==> src/rtl/xmcr_pkg.sv <==
// Shared types and constants for the XMODEM checksum receiver.
`timescale 1ns / 1ps

package xmcr_pkg;

	// Event codes on the input channel
	localparam logic [1:0] OP_START   = 2'd0;
	localparam logic [1:0] OP_BYTE    = 2'd1;
	localparam logic [1:0] OP_TIMEOUT = 2'd2;

	// Protocol control bytes
	localparam logic [7:0] C_SOH = 8'h01;
	localparam logic [7:0] C_EOT = 8'h04;
	localparam logic [7:0] C_ACK = 8'h06;
	localparam logic [7:0] C_NAK = 8'h15;
	localparam logic [7:0] C_CAN = 8'h18;

	// Status codes
	localparam logic [2:0] ST_RUN      = 3'd0;
	localparam logic [2:0] ST_DONE     = 3'd1;
	localparam logic [2:0] ST_RCANCEL  = 3'd2;
	localparam logic [2:0] ST_HEADER   = 3'd3;
	localparam logic [2:0] ST_CHECKSUM = 3'd4;
	localparam logic [2:0] ST_OOM      = 3'd5;
	localparam logic [2:0] ST_RXERR    = 3'd6;

	// Configuration register indexes and reset values
	localparam int unsigned CFG_IDX_W = 1;
	localparam logic [CFG_IDX_W-1:0] REG_RETRY_LIMIT = 1'd0;
	localparam logic [CFG_IDX_W-1:0] REG_MAX_SIZE    = 1'd1;
	localparam logic [7:0]  RETRY_LIMIT_RST = 8'd16;
	localparam logic [23:0] MAX_SIZE_RST    = 24'd16777088;

	typedef struct packed {
		logic                 en;
		logic [CFG_IDX_W-1:0] index;
		logic [23:0]          data;
	} cfg_wr_t;

	typedef struct packed {
		logic        mem_write;
		logic [23:0] mem_addr;
		logic [7:0]  mem_data;
		logic        tx_valid;
		logic [7:0]  tx_byte;
		logic [2:0]  status;
		logic [24:0] byte_count;
	} result_t;

endpackage

==> src/rtl/xmcr_if.sv <==
// Channel interfaces: event input, result output and configuration writes.
`timescale 1ns / 1ps

interface xmcr_evt_if;
	logic       valid;
	logic       ready;
	logic [1:0] operation;
	logic [7:0] rx_byte;

	modport source (output valid, output operation, output rx_byte, input ready);
	modport sink   (input valid, input operation, input rx_byte, output ready);
endinterface

interface xmcr_res_if;
	logic        valid;
	logic        ready;
	logic        mem_write;
	logic [23:0] mem_addr;
	logic [7:0]  mem_data;
	logic        tx_valid;
	logic [7:0]  tx_byte;
	logic [2:0]  status;
	logic [24:0] byte_count;

	modport source (output valid, output mem_write, output mem_addr, output mem_data,
		output tx_valid, output tx_byte, output status, output byte_count, input ready);
	modport sink (input valid, input mem_write, input mem_addr, input mem_data,
		input tx_valid, input tx_byte, input status, input byte_count, output ready);
endinterface

interface xmcr_cfg_if;
	logic                               valid;
	logic                               ready;
	logic [xmcr_pkg::CFG_IDX_W-1:0]     index;
	logic [23:0]                        data;

	modport source (output valid, output index, output data, input ready);
	modport sink   (input valid, input index, input data, output ready);
endinterface

==> src/rtl/xmcr_core.sv <==
// Protocol state registers, configuration registers and per-item next-state logic.
`timescale 1ns / 1ps

module xmcr_core #(
	parameter int unsigned PACKET_BYTES = 128
) (
	input  logic                clk,
	input  logic                arst_n,
	input  logic                accept,
	input  logic [1:0]          operation,
	input  logic [7:0]          rx_byte,
	input  xmcr_pkg::cfg_wr_t   cfg_wr,
	output xmcr_pkg::result_t   result
);

	localparam int unsigned IDX_W = $clog2(PACKET_BYTES);

	localparam logic [2:0] PH_HALTED    = 3'd0;
	localparam logic [2:0] PH_HANDSHAKE = 3'd1;
	localparam logic [2:0] PH_IDLE      = 3'd2;
	localparam logic [2:0] PH_HDR1      = 3'd3;
	localparam logic [2:0] PH_HDR2      = 3'd4;
	localparam logic [2:0] PH_DATA      = 3'd5;
	localparam logic [2:0] PH_CHECK     = 3'd6;

	logic [7:0]       retry_limit_q;
	logic [23:0]      max_size_q;

	logic [2:0]       phase_q,   phase_n;
	logic [7:0]       blk_q,     blk_n;
	logic [IDX_W-1:0] idx_q,     idx_n;
	logic [7:0]       sum_q,     sum_n;
	logic [24:0]      acc_q,     acc_n;
	logic [7:0]       retries_q, retries_n;
	logic [2:0]       fstat_q,   fstat_n;

	always_comb begin
		phase_n   = phase_q;
		blk_n     = blk_q;
		idx_n     = idx_q;
		sum_n     = sum_q;
		acc_n     = acc_q;
		retries_n = retries_q;
		fstat_n   = fstat_q;
		result    = '0;

		case (operation)
			xmcr_pkg::OP_START: begin
				phase_n   = PH_HANDSHAKE;
				blk_n     = '0;
				idx_n     = '0;
				sum_n     = '0;
				acc_n     = '0;
				retries_n = retry_limit_q;
				fstat_n   = xmcr_pkg::ST_RUN;
				result.tx_valid = 1'b1;
				result.tx_byte  = xmcr_pkg::C_NAK;
			end
			xmcr_pkg::OP_TIMEOUT: begin
				if (phase_q == PH_HANDSHAKE) begin
					if (retries_q != 8'd0) begin
						retries_n = retries_q - 8'd1;
						result.tx_valid = 1'b1;
						result.tx_byte  = xmcr_pkg::C_NAK;
					end else begin
						phase_n = PH_IDLE;
					end
				end else if (phase_q != PH_HALTED) begin
					phase_n = PH_HALTED;
					fstat_n = xmcr_pkg::ST_RXERR;
				end
			end
			xmcr_pkg::OP_BYTE: begin
				case (phase_q)
					PH_HANDSHAKE, PH_IDLE: begin
						phase_n = PH_IDLE;
						if (rx_byte == xmcr_pkg::C_EOT) begin
							result.tx_valid = 1'b1;
							result.tx_byte  = xmcr_pkg::C_ACK;
							phase_n = PH_HALTED;
							fstat_n = xmcr_pkg::ST_DONE;
						end else if (rx_byte == xmcr_pkg::C_CAN) begin
							result.tx_valid = 1'b1;
							result.tx_byte  = xmcr_pkg::C_ACK;
							phase_n = PH_HALTED;
							fstat_n = xmcr_pkg::ST_RCANCEL;
						end else if (rx_byte == xmcr_pkg::C_SOH) begin
							phase_n = PH_HDR1;
						end
					end
					PH_HDR1: begin
						blk_n   = rx_byte;
						phase_n = PH_HDR2;
					end
					PH_HDR2: begin
						idx_n = '0;
						sum_n = '0;
						if (blk_q == ~rx_byte) begin
							phase_n = PH_DATA;
						end else begin
							result.tx_valid = 1'b1;
							result.tx_byte  = xmcr_pkg::C_CAN;
							phase_n = PH_HALTED;
							fstat_n = xmcr_pkg::ST_HEADER;
						end
					end
					PH_DATA: begin
						result.mem_write = 1'b1;
						result.mem_addr  = acc_q[23:0] + 24'(idx_q);
						result.mem_data  = rx_byte;
						sum_n = sum_q + rx_byte;
						if (idx_q == IDX_W'(PACKET_BYTES - 1)) begin
							idx_n   = '0;
							phase_n = PH_CHECK;
						end else begin
							idx_n = idx_q + IDX_W'(1);
						end
					end
					PH_CHECK: begin
						result.tx_valid = 1'b1;
						if (rx_byte == sum_q) begin
							acc_n = acc_q + 25'(PACKET_BYTES);
							if (acc_n > {1'b0, max_size_q}) begin
								result.tx_byte = xmcr_pkg::C_CAN;
								phase_n = PH_HALTED;
								fstat_n = xmcr_pkg::ST_OOM;
							end else begin
								result.tx_byte = xmcr_pkg::C_ACK;
								phase_n = PH_IDLE;
							end
						end else begin
							result.tx_byte = xmcr_pkg::C_CAN;
							phase_n = PH_HALTED;
							fstat_n = xmcr_pkg::ST_CHECKSUM;
						end
					end
					default: begin
					end
				endcase
			end
			default: begin
			end
		endcase

		result.status     = (phase_n == PH_HALTED) ? fstat_n : xmcr_pkg::ST_RUN;
		result.byte_count = acc_n;
	end

	// Advance protocol state only on an accepted item
	always_ff @(posedge clk or negedge arst_n) begin
		if (!arst_n) begin
			phase_q   <= PH_HALTED;
			blk_q     <= '0;
			idx_q     <= '0;
			sum_q     <= '0;
			acc_q     <= '0;
			retries_q <= '0;
			fstat_q   <= xmcr_pkg::ST_RUN;
		end else if (accept) begin
			phase_q   <= phase_n;
			blk_q     <= blk_n;
			idx_q     <= idx_n;
			sum_q     <= sum_n;
			acc_q     <= acc_n;
			retries_q <= retries_n;
			fstat_q   <= fstat_n;
		end
	end

	always_ff @(posedge clk or negedge arst_n) begin
		if (!arst_n) begin
			retry_limit_q <= xmcr_pkg::RETRY_LIMIT_RST;
			max_size_q    <= xmcr_pkg::MAX_SIZE_RST;
		end else if (cfg_wr.en) begin
			case (cfg_wr.index)
				xmcr_pkg::REG_RETRY_LIMIT: retry_limit_q <= cfg_wr.data[7:0];
				xmcr_pkg::REG_MAX_SIZE:    max_size_q    <= cfg_wr.data;
				default: begin
				end
			endcase
		end
	end

endmodule

==> src/rtl/xmcr_out_buf.sv <==
// Result register plus a skid stage that absorbs a push while the output is stalled.
`timescale 1ns / 1ps

module xmcr_out_buf (
	input  logic              clk,
	input  logic              arst_n,
	input  logic              push,
	input  xmcr_pkg::result_t push_data,
	output logic              push_ready,
	output logic              pop_valid,
	input  logic              pop_ready,
	output xmcr_pkg::result_t pop_data
);

	xmcr_pkg::result_t main_q;
	xmcr_pkg::result_t skid_q;
	logic              main_valid_q;
	logic              skid_valid_q;

	assign push_ready = !skid_valid_q;
	assign pop_valid  = main_valid_q;
	assign pop_data   = main_q;

	always_ff @(posedge clk or negedge arst_n) begin
		if (!arst_n) begin
			main_valid_q <= 1'b0;
			skid_valid_q <= 1'b0;
		end else if (!main_valid_q || pop_ready) begin
			if (skid_valid_q) begin
				main_valid_q <= 1'b1;
				skid_valid_q <= 1'b0;
			end else begin
				main_valid_q <= push;
			end
		end else if (push) begin
			skid_valid_q <= 1'b1;
		end
	end

	always_ff @(posedge clk) begin
		if (!main_valid_q || pop_ready) begin
			if (skid_valid_q) begin
				main_q <= skid_q;
			end else if (push) begin
				main_q <= push_data;
			end
		end else if (push) begin
			skid_q <= push_data;
		end
	end

endmodule

==> src/rtl/xmodem_checksum_receiver.sv <==
// Top level of the XMODEM checksum receiver.
`timescale 1ns / 1ps

// XMODEM receiver with the 8-bit additive checksum.
// Channels:
//   evt - one item per event: start, received byte, or timeout/receive error.
//   res - exactly one result item per event item: payload store request,
//         control byte to send (NAK/ACK/CAN), status and verified byte count.
//   cfg - register writes (0 retry_limit, 1 max_size); always ready. Write only
//         while the block is idle.
// Each result item is registered: into the output register, or the skid while res stalls.
// Throughput: one item per cycle while evt.ready is high; next-state logic is
// combinational, so every event follows the previous one directly.
// Stall: a two-entry result buffer (output register plus skid) holds results
// while res is stalled; evt.ready drops only when both entries are full.
// Reset: the protocol halts with status running and zero count, result buffer
// empties, and retry_limit/max_size return to 16 and 16777088. Only a start
// event leaves the halted state.
module xmodem_checksum_receiver #(
	parameter int unsigned PACKET_BYTES = 128
) (
	input  logic       clk,
	input  logic       arst_n,
	xmcr_evt_if.sink   evt,
	xmcr_res_if.source res,
	xmcr_cfg_if.sink   cfg
);

	logic              accept;
	logic              buf_ready;
	xmcr_pkg::cfg_wr_t cfg_wr;
	xmcr_pkg::result_t core_result;
	xmcr_pkg::result_t out_result;

	// Take an event whenever the skid entry is free
	assign evt.ready = buf_ready;
	assign accept    = evt.valid && buf_ready;

	// Registers take a write in any cycle
	assign cfg.ready    = 1'b1;
	assign cfg_wr.en    = cfg.valid;
	assign cfg_wr.index = cfg.index;
	assign cfg_wr.data  = cfg.data;

	xmcr_core #(
		.PACKET_BYTES(PACKET_BYTES)
	) u_core (
		.clk       (clk),
		.arst_n    (arst_n),
		.accept    (accept),
		.operation (evt.operation),
		.rx_byte   (evt.rx_byte),
		.cfg_wr    (cfg_wr),
		.result    (core_result)
	);

	xmcr_out_buf u_out_buf (
		.clk        (clk),
		.arst_n     (arst_n),
		.push       (accept),
		.push_data  (core_result),
		.push_ready (buf_ready),
		.pop_valid  (res.valid),
		.pop_ready  (res.ready),
		.pop_data   (out_result)
	);

	// Drive the result fields from the buffer head
	assign res.mem_write  = out_result.mem_write;
	assign res.mem_addr   = out_result.mem_addr;
	assign res.mem_data   = out_result.mem_data;
	assign res.tx_valid   = out_result.tx_valid;
	assign res.tx_byte    = out_result.tx_byte;
	assign res.status     = out_result.status;
	assign res.byte_count = out_result.byte_count;

	// A payload store never coincides with a control byte to send
	a_store_no_tx: assert property (@(posedge clk) disable iff (!arst_n)
		res.valid && res.mem_write |-> !res.tx_valid)
		else $error("store and control byte in one result");

	// A control byte is always NAK, ACK or CAN
	a_tx_code: assert property (@(posedge clk) disable iff (!arst_n)
		res.valid && res.tx_valid |-> (res.tx_byte == xmcr_pkg::C_NAK ||
			res.tx_byte == xmcr_pkg::C_ACK || res.tx_byte == xmcr_pkg::C_CAN))
		else $error("bad control byte");

	// Stores happen only while the transfer runs
	a_store_running: assert property (@(posedge clk) disable iff (!arst_n)
		res.valid && res.mem_write |-> res.status == xmcr_pkg::ST_RUN)
		else $error("store after end of transfer");

	// Input stalls only when a result waits at the output
	a_stall_full: assert property (@(posedge clk) disable iff (!arst_n)
		!evt.ready |-> res.valid)
		else $error("input stalled with empty output");

endmodule
==> src/flat_wrapper.sv <==
// flat-port wrapper written by rule: the top's interface ports become plain ports
module xmodem_checksum_receiver_flat 
#(
	parameter int unsigned PACKET_BYTES = 128
)
  (clk, arst_n, evt_valid, evt_operation, evt_rx_byte, evt_ready, res_valid, res_mem_write, res_mem_addr, res_mem_data, res_tx_valid, res_tx_byte, res_status, res_byte_count, res_ready, cfg_valid, cfg_index, cfg_data, cfg_ready);
  xmcr_evt_if evt_i ();
  xmcr_res_if res_i ();
  xmcr_cfg_if cfg_i ();
  input  logic clk;
  input  logic arst_n;
  input wire logic [$bits(evt_i.valid)-1:0] evt_valid;
  input wire logic [$bits(evt_i.operation)-1:0] evt_operation;
  input wire logic [$bits(evt_i.rx_byte)-1:0] evt_rx_byte;
  output wire logic [$bits(evt_i.ready)-1:0] evt_ready;
  output wire logic [$bits(res_i.valid)-1:0] res_valid;
  output wire logic [$bits(res_i.mem_write)-1:0] res_mem_write;
  output wire logic [$bits(res_i.mem_addr)-1:0] res_mem_addr;
  output wire logic [$bits(res_i.mem_data)-1:0] res_mem_data;
  output wire logic [$bits(res_i.tx_valid)-1:0] res_tx_valid;
  output wire logic [$bits(res_i.tx_byte)-1:0] res_tx_byte;
  output wire logic [$bits(res_i.status)-1:0] res_status;
  output wire logic [$bits(res_i.byte_count)-1:0] res_byte_count;
  input wire logic [$bits(res_i.ready)-1:0] res_ready;
  input wire logic [$bits(cfg_i.valid)-1:0] cfg_valid;
  input wire logic [$bits(cfg_i.index)-1:0] cfg_index;
  input wire logic [$bits(cfg_i.data)-1:0] cfg_data;
  output wire logic [$bits(cfg_i.ready)-1:0] cfg_ready;
  assign evt_i.valid = evt_valid;
  assign evt_i.operation = evt_operation;
  assign evt_i.rx_byte = evt_rx_byte;
  assign evt_ready = evt_i.ready;
  assign res_valid = res_i.valid;
  assign res_mem_write = res_i.mem_write;
  assign res_mem_addr = res_i.mem_addr;
  assign res_mem_data = res_i.mem_data;
  assign res_tx_valid = res_i.tx_valid;
  assign res_tx_byte = res_i.tx_byte;
  assign res_status = res_i.status;
  assign res_byte_count = res_i.byte_count;
  assign res_i.ready = res_ready;
  assign cfg_i.valid = cfg_valid;
  assign cfg_i.index = cfg_index;
  assign cfg_i.data = cfg_data;
  assign cfg_ready = cfg_i.ready;
  xmodem_checksum_receiver #(.PACKET_BYTES(PACKET_BYTES)) u_core (.clk(clk), .arst_n(arst_n), .evt(evt_i), .res(res_i), .cfg(cfg_i));
endmodule
==> config.mk <==
export PLATFORM = sky130hd
export DESIGN_NAME = xmodem_checksum_receiver_flat
export DESIGN_NICKNAME = d
export VERILOG_FILES = /design/src/rtl/xmcr_pkg.sv /design/src/rtl/xmcr_if.sv /design/src/rtl/xmcr_core.sv /design/src/rtl/xmcr_out_buf.sv /design/src/rtl/xmodem_checksum_receiver.sv /design/src/flat_wrapper.sv
export SDC_FILE = /design/constraint.sdc
export NUM_CORES = 1
export LEC_CHECK = 0
export ABC_AREA = 1
export BUFFER_PORTS_ARGS = -buffer_cell sky130_fd_sc_hd__buf_2
export CORE_ASPECT_RATIO = 1.25
export CORE_MARGIN = 1.5
export CORE_UTILIZATION = 45
export DETAILED_ROUTE_END_ITERATION = 16
export HOLD_SLACK_MARGIN = 0.06
export PLACE_DENSITY = 0.66
export SYNTH_ARGS = -nofsm -noshare
export SYNTH_HDL_FRONTEND = slang
export SYNTH_SLANG_ARGS = --single-unit
==> constraint.sdc <==
create_clock -name clk -period 11.3 [get_ports clk]
set_clock_uncertainty 0.15 [all_clocks]
set_input_delay 2.825 -clock clk [delete_from_list [all_inputs] [get_ports clk]]
set_output_delay 2.825 -clock clk [all_outputs]
set_load 0.01 [all_outputs]
# --- Word-level counts from Yosys, hierarchy flattened ---
# Index checks and enable logic that the tools add are counted.
# Widths: inputs -> output; s select.
word_totals:
  regBits: 236
  inputBits: 40
  output_inout_bits: 73
  elab_cells: 123
op_classes:
  addsub: 5
  order_cmp: 1
  eq_ne: 18
  mux: 51
  bitwise: 3
  reduce_logical: 20
ops:
  columns: ["cell", "n"]
  rows:
  - ["$mux 70", 2]
  - ["$mux 33", 2]
  - ["$pmux 8 s2", 4]
  - ["$pmux 9 s3", 2]
  - ["$mux 25", 2]
  - ["$pmux 25 s2", 1]
  - ["$mux 3", 16]
  - ["$mux 9", 5]
  - ["$mux 8", 4]
  - ["$pmux 7 s2", 2]
  - ["$pmux 3 s3", 3]
  - ["$add 25x8->25 const B", 1]
  - ["$gt 25x24->1", 1]
  - ["$add 24x7->24", 1]
  - ["$eq 8x8->1", 2]
  - ["$pmux 3 s5", 1]
  - ["$eq 3x3->1 const B", 3]
  - ["$add 8x8->8", 1]
  - ["$eq 8x1->1 const B", 1]
  - ["$eq 8x3->1 const B", 1]
  - ["$eq 8x5->1 const B", 1]
  - ["$not 8->8", 1]
  - ["$reduce_and 2->1", 4]
  - ["$reduce_bool 2->1", 4]
  - ["25 further kinds", 33]

# --- Logic depth before layout (Yosys ltp) ---
depth:
  word_depth: 10
  ltp_mapped: 24
  depth_no_buf: 24

# --- Modules after synthesis ---
# Synthesis repeated with hierarchy kept, for this count alone.
hier_totals:
  cells_unflattened: 1343
  hier_area_um2: 12076.6
modules_own_cells:
  columns: ["module", "n_inst", "cells_each", "area_each_um2", "seq_area_each_um2"]
  rows:
  - ["xmcr_core", 1, 961, 6826.5, 2374.8]
  - ["xmcr_out_buf", 1, 378, 5231.3, 4254.1]
  - ["xmodem_checksum_receiver", 1, 4, 18.8, 0.0]

# --- Worst setup path before layout ---
# OpenSTA, ideal clock, no wires.
synth_path:
  path_type: "input to register"
  startpoint: "input evt_valid"
  endpoint: "register u_core.u_out_buf.skid_q[0] (netlist name), enable pin"
  setup_time_ns: 0.492
  t_arrival_ns: 5.972
  t_required_ns: 10.658
  path_slack_ns: 4.685
  stages: 3
  path_buffers: 1
  path_cell_list: "nand2_2 -> clkbuf_1 -> nor2_1"
synth_between:
  elab_chain_len: 2
synth_rtl:
  columns: ["element", "line_no", "text"]
  rows:
  - ["from (decl)", "flat_wrapper.sv:12", "input wire logic [$bits(evt_i.valid)-1:0] evt_valid;"]
  - ["$logic_and 1x1->1", "xmodem_checksum_receiver.sv:37", "assign accept = evt.valid && buf_ready;"]
  - ["$reduce_and 2->1 (no line)", null, null]
  - ["to (signal assigned)", "xmcr_out_buf.sv:48", "skid_q <= push_data;"]
  - ["to (decl)", "xmcr_out_buf.sv:16", "xmcr_pkg::result_t skid_q;"]
# No other way between the ends.
# A chain may end at the register's enable or synchronous reset.

# --- Worst setup path after layout ---
layout_path:
  startpoint: "register u_core.u_out_buf.skid_valid_q"
  endpoint: "output evt_ready"
layout_between:
  elab_chain_len: 1
layout_rtl:
  columns: ["element", "line_no", "text"]
  rows:
  - ["from (decl)", "xmcr_out_buf.sv:18", "logic skid_valid_q;"]
  - ["from (signal assigned)", "xmcr_out_buf.sv:27", "skid_valid_q <= 1'b0;"]
  - ["from (signal assigned)", "xmcr_out_buf.sv:31", "skid_valid_q <= 1'b0;"]
  - ["from (signal assigned)", "xmcr_out_buf.sv:36", "skid_valid_q <= 1'b1;"]
  - ["$logic_not 1->1", "xmcr_out_buf.sv:20", "assign push_ready = !skid_valid_q;"]
  - ["to (decl)", "flat_wrapper.sv:15", "output wire logic [$bits(evt_i.ready)-1:0] evt_ready;"]
# No other way between the ends.

==> flow_summary.toml <==
[critical_path]
crit_path_start = "u_core.u_out_buf.skid_valid_q"
r2r_start = "u_core.u_out_buf.skid_valid_q"
critPathArrivalTime_ns = 2.24
r2r_end = "u_core.u_core.blk_q[1]"
crit_path_max_fanout = 72
criticalPathCategory = "flop to primary output"
ff2ff_setup_slack_ns = 7.04
r2r_cells = 8
setup.worst_path.end = "evt_ready"
cp_data_required_time_ns = 8.33
start_kind = "flop"
end_kind = "primary output"

[clocking]
cts_tree = "yes"
clk_pin_slew_worst_paths_ns = 0.06
numCtsBuffers = 23
cts_htree_levels = 1
post-cts-setup-buffers = 0
clock_latency_ns = 0.52
cts-resized-gates = 0
cts_sinks = 230
holdBufCountCts = 0
ctsLongestPathBuffers = 3
cts_root_buf = "clkbuf_16"

[timing]
slew_viol_final = 0
fmax_mhz = 192
setup_ws_ns = 6.08
finalHoldViolCount = 0
min_period_over_period = 0.462
fin_crit_ns = 5.22
tightest_slew_ns = 1.05
tns_ns = 0
slew-limit-headroom = 0.297
grt_setup_unrepaired = "false"
setup_violations = 0

[hold_path]
hp-class = "flop to flop"

[power]
leakagePower_nw = 6.13
p_clk_frac = 0.359
switching_share = 0.276
seqPwrFrac = 0.487
pwr-share-comb = 0.154
p_switching_uw = 576
internal_power_mw = 1.51
power.density_nw_per_um2 = 156
vdd_drop_max_uv = 118

[route]
drt_wl_total_um = 28100
drtIter0Drc = 619
dr.pass1.iters = 5
via_per_inst = 5.18
vias = 9199
routedWlPerCell_um = 15.8
antenna_left = 0
drc = 0

[yosys]
synthTopCellsByArea = "edfxtp_1 (34%), dfrtp_1 (17%), nand2_1 (11%)"
netlist.area_leader.share = 0.342
synth_common_cells = "nand2_1 (352), inv_1 (166), edfxtp_1 (134)"
synth_top_family_by_area = "simple AND/OR/NAND/NOR gates"
synth-edff-count = 134
synthArstFlopShare = 0.417
synthFlopType = "edfxtp_1"
synth-compound-area-share = 0.113
seq_area_frac_synth = 0.548
synth_mux_area_frac = 0
synth_cells = 1322
synth_fa_ha_area_frac = 0.0470
synthXorXnorAreaFrac = 0.0126
syn_avg_cell_area_sq_um = 8.91
ys_ff_latch = 230
synth_top_area_cell = "edfxtp_1"
ys_types = 53
synth.most_common_cell = "nand2_1"
synthSimpleGateAreaFrac = 0.204
synthesis.area_sq_um = 11800
yosysWarnings = 0

[global_route]
grt-ovfl-total = 0
grt_max_degree = 73
antenna_found_initial = 1
grt_pass1_vias = 8683
grtUsageTotal = 0.209
grt_first_pass_wirelength_um = 45200

[final_layout]
final_area_sq_um = 13300
nFillCells = 2411
fin_nets = 1502
final_core_util = 0.516
area_delta_synth_final_pct = 13.4
fin_cells = 1777
drive_gt1_frac = 0.148

[place]
dpl_worst_slack_ns = 5.64
io_buffers = 108
place_area_sq_um = 12600
dpl.hpwl_um = 19600
dp.cells = 1734
gp_congestion = 0.879

[floorplanning]
die_w_um = 148
die_y_um = 184
rows = 66
start_util = 0.456
pin_count = 113
die_area_sq_um = 27200
core_sq_um = 25800

[run]
cap_violations = 0

[outcome]
status = "finished, final reports clean"
-- power groups by stage --
stage                     Clock (mW)  Combinational [mW]  Sequential, mW
after global routing           0.798               0.365            1.02
after CTS                      0.768               0.323            1.02
final                          0.749               0.321            1.02
after detailed placement           0               0.321            1.03
after global placement             0               0.316            1.03
after floorplan                    0               0.213            1.03
-- cell families (layout without fill, tap and decap cells) --
group,count (synthesis),after routing
buf+inv,223,335
xor+xnor,17,17
flops,230,230
fa+ha+maj,43,43
compound gates,238,238
other cells,2,5
simple gates,569,569
-- registers in the layout, summed over array words and instances, names as in the netlist --
name	flops
u_core.u_core.phase_q	3
u_core.u_core.sum_q	8
u_core.u_core.fstat_q	3
u_core.u_out_buf.pop_valid	1
u_core.u_out_buf.skid_valid_q	1
u_core.u_core.idx_q	7
u_core.u_core.acc_q	25
u_core.u_out_buf.pop_data	67
u_core.u_core.retry_limit_q	8
u_core.u_core.retries_q	8
u_core.u_core.blk_q	8
u_core.u_core.max_size_q	24
u_core.u_out_buf.skid_q	67
-- cell usage in the layout, fill, tap and decap left out, types with 20 or more instances in the layout --
cell type,Yosys,routed
dfrtp_1,78,77
nand2_1,352,352
nand3_1,36,36
a21oi_1,80,80
o21ai_1,20,20
clkbuf_16,0,24
nor2_1,115,112
ha_1,41,41
inv_1,166,166
o21ai_0,85,85
buf_2,8,107
edfxtp_1,134,134
o22ai_1,22,22
-- worst min path at each step --
stage,startpoint,to,slack (ns),cells after the start
2_1_floorplan,u_core.u_core.retry_limit_q[3],u_core.u_core.retry_limit_q[3],0.30,2
3_3_place_gp,u_core.u_core.max_size_q[2],u_core.u_core.max_size_q[2],0.32,2
3_5_place_dp,u_core.u_core.retry_limit_q[3],u_core.u_core.retry_limit_q[3],0.32,2
4_1_cts,u_core.u_core.retry_limit_q[3],u_core.u_core.retry_limit_q[3],0.34,2
5_1_grt,u_core.u_core.max_size_q[15],u_core.u_core.max_size_q[15],0.36,2
6_report,u_core.u_core.retry_limit_q[3],u_core.u_core.retry_limit_q[3],0.33,2
-- per-layer routing --
layer  vias up  track usage  share of wire
met5         -            0              0
met4         0       0.0536          0.019
met3        34       0.0328          0.067
met2       291        0.335           0.45
met1      4311        0.296           0.46
li1       4563            -              -
-- layout make-up --
class                           instances  area, sq um  area share
Inverter                              178          668      0.0501
Clock buffer                           33          658      0.0493
Multi-Input combinational cell        871         4470       0.335
Antenna cell                            1         2.50    0.000187
Clock inverter                          9         77.6     0.00581
Sequential cell                       230         6450       0.483
Timing Repair Buffer                  115          596      0.0446
Tap cell                              340          425      0.0319
-- metrics by stage --
step | total power, mW | hold slack, ns
CTS | 2.11 | 0.337
finish | 2.09 | 0.329
global placement | 1.35 | 0.318
floorplan | 1.25 | 0.298
detailed placement | 1.35 | 0.323
global route | 2.19 | 0.358
-- critical path, stage by stage (launching register included) --
cell     delay [ns]
dfrtp_2        0.38
buf_4          0.36
inv_2          0.10
buf_4          0.59
buf_2          0.26
No activity file was read; power rests on OpenSTA's default activity.
